===== src/sv/tmse_pkg.sv =====
package tmse_pkg;

    localparam int STATE_COUNT  = 64;
    localparam int SYMBOL_COUNT = 16;
    localparam int TAPE_DEPTH   = 1024;

    localparam int STATE_W    = $clog2(STATE_COUNT);
    localparam int SYM_W      = $clog2(SYMBOL_COUNT);
    localparam int POS_W      = $clog2(TAPE_DEPTH);
    localparam int RULE_AW    = STATE_W + SYM_W;
    localparam int RULE_DEPTH = STATE_COUNT * SYMBOL_COUNT;
    localparam int KIND_W     = 3;

    localparam int Q_DEPTH = 2;
    localparam int Q_PW    = $clog2(Q_DEPTH);
    localparam int Q_CW    = $clog2(Q_DEPTH + 1);

    localparam logic [1:0] REG_ACCEPT = 2'd0;

    localparam logic [KIND_W-1:0] KIND_LOAD    = 3'd0;
    localparam logic [KIND_W-1:0] KIND_WRITE   = 3'd1;
    localparam logic [KIND_W-1:0] KIND_READ    = 3'd2;
    localparam logic [KIND_W-1:0] KIND_RESTART = 3'd3;
    localparam logic [KIND_W-1:0] KIND_STEP    = 3'd4;

    localparam logic [STATE_W-1:0] ACCEPT_RESET = STATE_W'(63);
    localparam logic [POS_W-1:0]   TAPE_LAST    = POS_W'(TAPE_DEPTH - 1);

    typedef enum logic [2:0] {
        ST_DONE     = 3'd0,
        ST_STEPPED  = 3'd1,
        ST_ACCEPTED = 3'd2,
        ST_NO_RULE  = 3'd3,
        ST_OFF_TAPE = 3'd4
    } t_status;

    typedef enum logic [2:0] {
        OP_LOAD,
        OP_WRITE,
        OP_READ,
        OP_RESTART,
        OP_STEP,
        OP_NOP
    } t_op;

    typedef enum logic [1:0] {
        BS_IDLE,
        BS_TAPE,
        BS_RULE
    } t_bstate;

    typedef struct packed {
        logic               defined;
        logic               move_right;
        logic [SYM_W-1:0]   write_sym;
        logic [STATE_W-1:0] next_state;
    } t_rule;

    localparam int RULE_W = $bits(t_rule);

    typedef struct packed {
        t_op                op;
        logic [RULE_AW-1:0] rule_addr;
        t_rule              rule;
        logic [POS_W-1:0]   pos;
        logic [SYM_W-1:0]   sym;
    } t_req;

endpackage


===== src/sv/tmse_front.sv =====
module tmse_front (
    input  logic                           i_clk,
    input  logic                           i_rst_n,
    input  logic                           i_start,
    input  logic [tmse_pkg::KIND_W-1:0]    i_kind,
    input  logic [tmse_pkg::STATE_W-1:0]   i_rule_state,
    input  logic [tmse_pkg::SYM_W-1:0]     i_rule_symbol,
    input  logic [tmse_pkg::STATE_W-1:0]   i_rule_next_state,
    input  logic [tmse_pkg::SYM_W-1:0]     i_rule_write_symbol,
    input  logic                           i_rule_move_right,
    input  logic                           i_rule_defined,
    input  logic [tmse_pkg::POS_W-1:0]     i_cell_position,
    input  logic [tmse_pkg::SYM_W-1:0]     i_cell_symbol,
    output logic                           o_busy,
    output logic                           o_req_valid,
    output tmse_pkg::t_req                 o_req,
    input  logic                           i_req_pop
);

    tmse_pkg::t_req                r_q [tmse_pkg::Q_DEPTH];
    logic [tmse_pkg::Q_PW-1:0]     r_wr_ptr;
    logic [tmse_pkg::Q_PW-1:0]     r_rd_ptr;
    logic [tmse_pkg::Q_CW-1:0]     r_count;
    tmse_pkg::t_req                req_in;
    logic                          push;
    logic                          pop;

    always_comb begin
        case (i_kind)
            tmse_pkg::KIND_LOAD:    req_in.op = tmse_pkg::OP_LOAD;
            tmse_pkg::KIND_WRITE:   req_in.op = tmse_pkg::OP_WRITE;
            tmse_pkg::KIND_READ:    req_in.op = tmse_pkg::OP_READ;
            tmse_pkg::KIND_RESTART: req_in.op = tmse_pkg::OP_RESTART;
            tmse_pkg::KIND_STEP:    req_in.op = tmse_pkg::OP_STEP;
            default:                req_in.op = tmse_pkg::OP_NOP;
        endcase
        req_in.rule_addr       = {i_rule_state, i_rule_symbol};
        req_in.rule.defined    = i_rule_defined;
        req_in.rule.move_right = i_rule_move_right;
        req_in.rule.write_sym  = i_rule_write_symbol;
        req_in.rule.next_state = i_rule_next_state;
        req_in.pos             = i_cell_position;
        req_in.sym             = i_cell_symbol;
    end

    assign o_busy      = (r_count == tmse_pkg::Q_CW'(tmse_pkg::Q_DEPTH));
    assign push        = i_start && !o_busy;
    assign o_req_valid = (r_count != '0);
    assign pop         = i_req_pop && o_req_valid;
    assign o_req       = r_q[r_rd_ptr];

    always_ff @(posedge i_clk) begin
        if (push) begin
            r_q[r_wr_ptr] <= req_in;
        end
    end

    always_ff @(posedge i_clk) begin
        if (!i_rst_n) begin
            r_wr_ptr <= '0;
            r_rd_ptr <= '0;
            r_count  <= '0;
        end else begin
            if (push) begin
                r_wr_ptr <= r_wr_ptr + 1'b1;
            end
            if (pop) begin
                r_rd_ptr <= r_rd_ptr + 1'b1;
            end
            case ({push, pop})
                2'b10:   r_count <= r_count + 1'b1;
                2'b01:   r_count <= r_count - 1'b1;
                default: r_count <= r_count;
            endcase
        end
    end

    a_push_fills: assert property (@(posedge i_clk) disable iff (!i_rst_n)
        push && !pop |=> r_count != '0)
        else $error("queue empty after request push");

    a_count_bound: assert property (@(posedge i_clk) disable iff (!i_rst_n)
        r_count <= tmse_pkg::Q_CW'(tmse_pkg::Q_DEPTH))
        else $error("queue count overflow");

endmodule


===== config.mk =====
export PLATFORM = sky130hd
export DESIGN_NAME = tmse_front
export DESIGN_NICKNAME = d
export VERILOG_FILES = /design/src/sv/tmse_pkg.sv /design/src/sv/tmse_front.sv
export SDC_FILE = /design/constraint.sdc
export NUM_CORES = 1
export LEC_CHECK = 0
export ABC_AREA = 1
export BUFFER_PORTS_ARGS = -buffer_cell sky130_fd_sc_hd__buf_2
export CAP_MARGIN = 20
export CORE_UTILIZATION = 25
export DETAILED_ROUTE_END_ITERATION = 10
export PLACE_DENSITY = 0.5
export REMOVE_ABC_BUFFERS = 1
export SLEW_MARGIN = 20
export SYNTH_ARGS = -nofsm -noshare
export SYNTH_HDL_FRONTEND = slang
export SYNTH_SLANG_ARGS = --single-unit

===== constraint.sdc =====
create_clock -name i_clk -period 8.8 [get_ports i_clk]
set_input_delay 1.76 -clock i_clk [delete_from_list [all_inputs] [get_ports i_clk]]
set_output_delay 1.76 -clock i_clk [all_outputs]
set_load 0.02 [all_outputs]

After elaboration in Yosys (flattened, before gate mapping) --
Memory sizes are Yosys's and may differ from the RTL's. A register that Yosys moved wholly into a read port is not among the register bits. Cells that the tools add are included.
Word-level totals: flip-flop bits (word level) 4, bits in writable memories 78, memories kept 1
Memories:
- r_q | words 2, width 39, read ports 1, clocked after Yosys merged registers in 1, wr ports 1, RTL line tmse_front.sv:20 | tmse_pkg::t_req r_q [tmse_pkg::Q_DEPTH];
Operators by class: add/sub/neg operators 4, eq/ne operators 7, muxes and demuxes 6, reduce and logical (&&, ||, !) cells 6
Operator list (count):
- $pmux 3 s5 | 1
- $eq 3x2->1 const B | 2
- $eq 2x2->1 const B | 2
- $mux 1 | 4
- $pmux 2 s2 | 1
- $reduce_bool 2->1 | 2
- $eq 3x1->1 const B | 1
- $eq 3x3->1 const B | 1
- $logic_not 3->1 | 1
- $add 1x1->1 const B | 2
- $add 2x1->2 const B | 1
- $eq 2x1->1 const B | 1
- $logic_and 1x1->1 | 2
- $sub 2x1->2 const B | 1
- $logic_not 1->1 | 1

Depth between registers and ports, before layout --
Gate-level depths: netlist (run 1).
depth in word-level cells 5, gate-level depth with buffers 10

Worst setup path before layout (run 1) --
Ideal clock, no wire load.
path kind input -> register, start point in i_start, end point mem r_q[0][0] (netlist name) (enable), arrival time 3.654 ns, data required time 8.365 ns, path slack 4.711 ns, stages on the path 4, path buffers 0, cell sequence inv_1 nor2_1 inv_1 nor2_1
On the way: word-level cells in the longest chain between the ends 3
RTL lines:
- start: declaration | RTL line tmse_front.sv:4 | input logic i_start,
- $logic_and 1x1->1 | RTL line tmse_front.sv:47 | assign push = i_start && !o_busy;
- $mux 1 | RTL line tmse_front.sv:53 | if (push) begin
- $mux 1 (implied by the code) | RTL line tmse_front.sv:54 | r_q[r_wr_ptr] <= req_in;
- end: declaration | RTL line tmse_front.sv:20
Every way passes these cells.

==> results.toml, run 1 <==
[clocking]
clkSinkCount = 83
cts_made_buffers = 9
clk_latency_ps = 340
path_clk_slew_ps = 60
post_cts_resized = 0
cts_tree = "done"
hold_buffers = 0
post_cts_buffers = 0
clockRootBuffer = "clkbuf_16"
htree_num_levels = 3
cts_max_path_buffers = 2

[power_and_ir_drop]
power.density_nw_per_um2 = 266
vdd.ir_drop.worst_mv = 0.0874
power.leakage_nw = 1.52

[sta]
fmaxAchievable_mhz = 289
rsz0062_at_grt = "false"
fin_crit_sh_pct = 39.3
worst_pin_slew_ps = 972
hold_viol = 0
slew_violations = 0
setup_viol = 0
maxSlewHeadroom_pct = 35.1
period_needed_ps = 3460
setup_tns_ps = 0
final.setup_skew_ps = 4.24
hold_slack_ps = 488

[yosys]
yosysSeqAreaShare_pct = 78.2
yosysWarnings = 0
ys_ff_latch = 83
ys_types = 18
synthCells = 163
yosysTopAreaCell = "edfxtp_1"
synth_edf_count = 78
synthArstFlopShare_pct = 0
synth_flop_cell = "edfxtp_1"
syn_avg_cell_area_sq_um = 19.2
synth.top_cells.by_area = "edfxtp_1 75%, mux2_2 10%, mux2_4 4.8%, dfxtp_1 3.2%, nor2_1 1.6%"
syn_area_sq_um = 3120
netlist.area_leader.share_pct = 75.0

[final_layout]
syn2layout_area_growth_pct = 27.5
fin_nets = 297
drive_above_1_share_pct = 54.3
ff_latch_area_sq_um = 2450
n_antenna_cell = 0
multi_input_comb_area_sq_um = 612
fill_cells = 1235

[floorplan]
core-area_sq_um = 12100
rows = 40
die_width_um = 114
die_h_um = 114
initial_core_util_pct = 25.8
die_area_sq_um = 12900
io_pins = 84

[hold_path]
hp-class = "reg -> reg"
holdPathStages = 2

[grt]
grt_max_degree = 40
grt_pass1_vias = 1704
grt_first_pass_wirelength_um = 8540
antenna_found_initial = 0
overflow = 0
grt_use_total_pct = 9.38

[setup_path]
required_ps = 7040
worstSetupPathType = "reg -> out"
worstSetupStartpointType = "flip-flop"
critPathMaxFanout = 39
path_depth = 2
r2r_slack_ps = 6830
timing.critical_path.cells = "mux2_2 > buf_2"
critical-path-top-delay-family = "flip-flops"
slowest_stage = "dfxtp_4"
cpPeakStageDelay_ps = 740
reg2regPathDepth = 5
cp-end-kind = "output port"
crit_arrival_ps = 1700
critical_path_buf_inv_count = 1

[route]
via_per_inst = 3.87
ant_nets = 0
first_pass_iters = 4
vias = 1649
post_drt_wl_per_cell_um = 13.0
drt_wl_total_um = 5520
drt_iter0_markers = 25
drc = 0

[job]
cap_viol_max_count = 0

[placed_design]
place_hpwl_um = 3330
gp_congestion = 0.634
port_buffers = 83

[outcome]
status = "completed"
through the flow:
stage | std cells | util (%) | power, mW | setup slack, ps | area (sq um)
after floorplan | 158 | - | 0.663 | 4710 | 3080
after global placement | 410 | 30.7 | 0.739 | 5290 | 3720
after detailed placement | 410 | 30.7 | 0.740 | 5340 | 3720
after CTS | 426 | 32.9 | 1.08 | 5270 | 3980
after global routing | 426 | 32.9 | 1.11 | 5230 | 3980
final | 426 | 32.9 | 1.06 | 5340 | 3980
flip-flops by register name (all words and copies together), names as in the netlist, named ones only:
| signal | flops |
|---|---|
| r_count | 2 |
| r_q | 78 |
| r_rd_ptr | 1 |
| r_wr_ptr | 1 |
layout by cell type (no fill, tap or decap), drive strengths merged:
cell type	Yosys	final
nor2	13	13
inv	8	8
a21oi	1	1
o21ai	1	1
nand4	1	1
clkinv	0	6
o21a	1	1
clkinvlp	0	1
mux2	39	39
dfxtp	5	5
clkbuf	1	9
nand2	8	8
a21o	1	1
edfxtp	78	78
nand3	1	1
buf	4	84
ha	1	1
cells in the mapped netlist (2+ instances only):
library cell and n:
mux2_2 29, mux2_4 10, nor2_1 13, dfxtp_1 5, buf_4 2, inv_1 8, nand2_1 8, edfxtp_1 78
where the power goes:
group | total, mW | internal, mW | switching, mW
combinational | 0.212 | 0.0908 | 0.122
sequential | 0.513 | 0.484 | 0.0290
clock | 0.332 | 0.187 | 0.146
total | 1.06 | 0.761 | 0.296
logic make-up after synthesis:
| logic type | Yosys count | share of synthesized area [%] |
|---|---|---|
| AO/OA/AOI/OAI | 4 | 0.801 |
| adder cells (fa/ha/maj) | 1 | 0.401 |
| buffers and inverters | 13 | 2.40 |
| flip-flops | 83 | 78.2 |
| multiplexers | 39 | 15.3 |
| AND/OR/NAND/NOR | 23 | 2.89 |
worst reg2reg max path, cell delays in order, from the launching register on:
cell and delay (ps):
dfxtp_1 380, nor2_1 90, nor2_1 180, inv_1 120, nor2_4 440, buf_4 430
per-layer routing:
layer / vias up / share of wire, % / global-route usage, %
met5: - / 0 / 0
met4: 0 / 1.9 / 5.00
met3: 8 / 6.9 / 4.78
met2: 53 / 48 / 15.2
met1: 800 / 43 / 9.94
li1: 788 / - / -
final timing paths:
path | from | endpoint
worst max register to register | r_count[0] | r_q[0][16]
worst min-delay path | r_rd_ptr | flip-flop
worst max-delay path | flip-flop | o_req[5]
worst min register to register | r_rd_ptr | flip-flop
final cells by class:
| type | count | area share (%) |
|---|---|---|
| Inverter | 8 | 0.754 |
| Timing Repair Buffer | 84 | 10.6 |
| Multi-Input combinational cell | 67 | 15.4 |
| Sequential cell | 83 | 61.4 |
| Clock inverter | 7 | 0.880 |
| Tap cell | 168 | 5.28 |
| Clock buffer | 9 | 5.66 |
Note: power is estimated with default switching activity, not from simulation.
==> run 2, diff against run 1 <==
Settings changed: ABC_AREA 1 to 0, PLACE_DENSITY 0.5 to 0.52.
Clock period 8.8 ns to 2.9 ns, I/O delays scaled along.
==> run 2 against run 1 <==
Effect of this change: total power increased to 3.5 times the previous value; cell count decreased by 7.5%; synthesized cell count decreased by 8.0%; global-route usage decreased by 0.24 points.
==> results.toml, run 2 <==
[grt]
use_met1_pct = 9.91
overflow = 0
grt_use_total_pct = 9.14
grt_max_degree = 24
top_usage_layer = "met2"
grt_pass1_vias = 1655
antenna_found_initial = 0
grt_util_met3_pct = 4.75
grt_first_pass_wirelength_um = 8270
met2_usage_pct = 14.8

[setup_path]
cp-end-kind = "output port"
reg2regPathDepth = 5
timing.critical_path.cells = "buf_12 > mux2_2 > buf_2"
crit_arrival_ps = 1740
worstSetupPathType = "reg -> out"
path_depth = 3
critical_path_buf_inv_count = 2
cpPeakStageDelay_ps = 620
critPathMaxFanout = 23
slowest_stage = "dfxtp_2"
required_ps = 2320
critical-path-top-delay-family = "flip-flops"
worstSetupStartpointType = "flip-flop"

[outcome]
status = "completed"

[power_and_ir_drop]
power.density_nw_per_um2 = 940
power.leakage_nw = 1.48
vdd.ir_drop.worst_mv = 0.310
finalPower_mw = 3.74

[sta]
period_needed_ps = 2320
setup_viol = 0
rsz0062_at_grt = "false"
fmaxAchievable_mhz = 431
final.setup_skew_ps = 3.71
slew_violations = 0
setup_tns_ps = 0
worst_pin_slew_ps = 570
hold_viol = 0
maxSlewHeadroom_pct = 62.0
fin_crit_sh_pct = 79.9

[yosys]
yosysWarnings = 0
synth_most_common_cell = "edfxtp_1"
synthArstFlopShare_pct = 0
synth_edf_count = 78
ys_types = 21
netlist.area_leader.share_pct = 76.5
synthCells = 150
syn_avg_cell_area_sq_um = 20.4
synth_common_cells = "78 x edfxtp_1, 39 x mux2_2, 5 x dfxtp_1"
ys_ff_latch = 83
syn_area_sq_um = 3060
yosysSeqAreaShare_pct = 79.8
synth_flop_cell = "edfxtp_1"
yosysTopAreaCell = "edfxtp_1"
synth.top_cells.by_area = "edfxtp_1 77%, mux2_2 14%, dfxtp_1 3.3%, xnor2_1 0.86%, nor2b_1 0.61%"

[floorplan]
io_pins = 84
initial_core_util_pct = 25.6
rows = 40
core-area_sq_um = 12000
die_area_sq_um = 12700
die_width_um = 113
die_h_um = 113

[clocking]
post_cts_resized = 0
cts_max_path_buffers = 2
post_cts_buffers = 0
path_clk_slew_ps = 60
clk_latency_ps = 330
clockRootBuffer = "clkbuf_16"
htree_num_levels = 3
clkSinkCount = 83
cts_made_buffers = 9
cts_tree = "done"
hold_buffers = 0

[final_layout]
n_antenna_cell = 0
reg_top3 = "r_q (78), r_count (2)"
drive_above_1_share_pct = 58.3
fin_nets = 286
largest-register = "r_q"
final_common_cell = "buf_2"
largest_reg_flops = 78
final_cell_mix = "83 x buf_2, 78 x edfxtp_1, 39 x mux2_2, 9 x clkbuf_16, 4 x dfxtp_1"
syn2layout_area_growth_pct = 30.2

[hold_path]
hp-class = "in -> reg"
holdPathStages = 1

[route]
vias = 1603
drt_iter0_markers = 69
via_per_inst = 4.07
ant_nets = 0
first_pass_iters = 4
drt_wl_total_um = 5400
drc = 0
post_drt_wl_per_cell_um = 13.7

[placed_design]
port_buffers = 83
place_hpwl_um = 3510
gp_congestion = 0.652

[job]
cap_viol_max_count = 0
[run 2: cell count changes in the layout (fill, tap and decap cells not counted), moves of 6 or more]
cell / change
nand2_1: -7
mux2_2: +10
inv_1: -6
mux2_4: -10
nor2_1: -12
[run 2: worst paths after layout]
check	startpoint	end	slack, ps
min	i_cell_position[0]	r_q[0][4]	430
max reg2reg	r_count[0]	r_q[0][0]	1020
min reg2reg	r_wr_ptr	r_wr_ptr	480
max	flip-flop	o_req[25]	580
[run 2: where the power goes]
part           internal, mW  total [mW]  switching, mW
Sequential             1.52        1.60         0.0866
Combinational         0.455        1.04          0.586
Clock                 0.667        1.10          0.431
[run 2: through the flow]
stage          util, %  hold WS, ps  std cells  area, sq um  worst slack (ps)
3_5_place_dp      30.9          480        378         3700               836
6_report          33.3          432        394         3980               582
2_1_floorplan        -          457        145         3030               729
5_1_grt           33.3          408        394         3980               471
3_3_place_gp      30.9          477        378         3700               844
4_1_cts           33.3          409        394         3980               500
[run 2: logic make-up (layout without fill, tap and decap cells)]
logic type | Yosys count | after routing | synth area share [%]
compound gates | 6 | 6 | 1.31
xor+xnor | 3 | 3 | 0.859
fa+ha+maj | 1 | 1 | 0.409
buf+inv | 8 | 105 | 1.23
flops | 83 | 83 | 79.8
mux | 39 | 39 | 14.3
simple gates | 10 | 10 | 2.04
[run 2: layout make-up]
cell class,instances,area (sq um)
Clock buffer,12,236
Clock inverter,4,51.3
Fill cell,1179,7980
Inverter,3,11.3
Multi-Input combinational cell,59,582
Sequential cell,83,2440
Tap cell,147,184
Timing Repair Buffer,86,475
[run 2: routing by layer]
metal | wire length (um) | vias to the layer above
li1 | - | 763
met1 | 2300 | 779
met2 | 2650 | 52
met3 | 360 | 9
met4 | 96 | 0
met5 | 0 | -
==> run 3, diff against run 2 <==
Settings changed: ABC_AREA 0 to 1, PLACE_DENSITY 0.52 to 0.5.
Clock period 2.9 ns to 2.3 ns, I/O delays scaled along.
==> run 3 against run 2 <==
Effect of this change: register-to-register slack got worse by 290 ps; sequential cell count did not move; sequential power grew 18%; die area increased by 2.0%; worst setup slack worse by 240 ps; total power rose by 11%; hold slack worse by 120 ps; first-iteration DRC count down 23%; clock power rose by 23%; via count rose by 4.8%; largest power group unchanged.
==> results.toml, run 3 (same netlist as run 1, synthesis figures left out) <==
[clocking]
cts_max_path_buffers = 2
clk_latency_ps = 340
htree_num_levels = 3
cts_made_buffers = 9
clockRootBuffer = "clkbuf_16"
cts_tree = "done"
post_cts_resized = 0
post_cts_buffers = 0
path_clk_slew_ps = 60
clkSinkCount = 83
hold_buffers = 0

[grt]
met2_usage_pct = 14.2
grt_util_met3_pct = 5.79
overflow = 0
grt_use_total_pct = 9.28
antenna_found_initial = 0
grt_max_degree = 40
use_met1_pct = 9.83
top_usage_layer = "met2"
grt_pass1_vias = 1741
grt_first_pass_wirelength_um = 8570

[sta]
final.setup_skew_ps = 3.45
fmaxAchievable_mhz = 511
slew_violations = 0
maxSlewHeadroom_pct = 76.8
worst_pin_slew_ps = 348
hold_viol = 0
setup_tns_ps = 0
fin_crit_sh_pct = 85.1
setup_viol = 0
period_needed_ps = 1960
rsz0062_at_grt = "false"

[setup_path]
slowest_stage = "mux2_2"
critPathMaxFanout = 39
worstSetupPathType = "reg -> out"
r2r_slack_ps = 730
critical-path-top-delay-family = "buffers and inverters"
critical_path_buf_inv_count = 2
timing.critical_path.cells = "buf_12 > mux2_2 > buf_2"
worstSetupStartpointType = "flip-flop"
cp-end-kind = "output port"
required_ps = 1840
crit_arrival_ps = 1500
cpPeakStageDelay_ps = 390

[final_layout]
drive_above_1_share_pct = 54.3
syn2layout_area_growth_pct = 29.5
fill_cells = 1220
final_cell_mix = "83 x buf_2, 78 x edfxtp_1, 29 x mux2_2, 12 x nor2_1, 10 x mux2_4"
reg_top3 = "r_q (78), r_count (2)"
fin_nets = 299
fin_util_pct = 33.4
largest-register = "r_q"
largest_reg_flops = 78
final_common_cell = "buf_2"
ff_latch_area_sq_um = 2440
multi_input_comb_area_sq_um = 612
n_antenna_cell = 0

[route]
via_per_inst = 3.94
ant_nets = 0
vias = 1680
first_pass_iters = 4
drc = 0
drt_iter0_markers = 53
post_drt_wl_per_cell_um = 13.0
drt_wl_total_um = 5540

[power_and_ir_drop]
power.leakage_nw = 1.55
vdd.ir_drop.worst_mv = 0.286
power.density_nw_per_um2 = 1030

[placed_design]
place_hpwl_um = 3530
port_buffers = 83
gp_congestion = 0.666

[floorplan]
core-area_sq_um = 12100
io_pins = 84
initial_core_util_pct = 25.8
rows = 40
die_area_sq_um = 12900
die_width_um = 114
die_h_um = 114

[outcome]
status = "completed"

[job]
cap_viol_max_count = 0

[hold_path]
hp-class = "in -> reg"
## run 3: report_power, final
part | total [mW] | switching, mW | internal (mW) | leakage (nW)
Combinational | 0.918 | 0.539 | 0.379 | 0.639
Sequential | 1.89 | 0.0452 | 1.85 | 0.771
Clock | 1.35 | 0.533 | 0.820 | 0.136
## run 3: worst register-to-register path: stages (launching register included)
cell and delay (ps):
dfxtp_1 380, nor2_1 80, nor2_1 160, nand2_1 110
inv_2 280, buf_12 250
## run 3: worst paths after layout
path,start,endpoint,cells after the start
min reg2reg,r_rd_ptr,r_rd_ptr,2
max,flip-flop,o_req[5],3
min,i_rule_state[3],r_q[1][33],1
max reg2reg,r_count[0],r_q[1][9],5
## run 3: metal layers
layer,routed length [um],up-vias
li1,-,790
met2,2590,59
met1,2270,820
met5,0,-
met3,564,11
met4,114,0
## run 3: stage by stage
| step | hold slack [ps] | setup slack [ps] | power, mW | instance area [sq um] | std cells |
|---|---|---|---|---|---|
| 6_report | 310 | 342 | 4.16 | 4040 | 426 |
| 2_1_floorplan | 451 | -512 | 2.54 | 3080 | 158 |
| 3_3_place_gp | 477 | 557 | 2.86 | 3770 | 412 |
| 5_1_grt | 289 | 281 | 4.36 | 4040 | 426 |
| 4_1_cts | 289 | 307 | 4.25 | 4040 | 426 |
| 3_5_place_dp | 488 | 561 | 2.87 | 3770 | 412 |
## run 3: layout make-up
type / count / area share, %
Sequential cell: 83 / 60.4
Inverter: 8 / 0.743
Clock buffer: 10 / 5.66
Tap cell: 168 / 5.20
Clock inverter: 4 / 1.08
Timing Repair Buffer: 86 / 11.8
Multi-Input combinational cell: 67 / 15.1
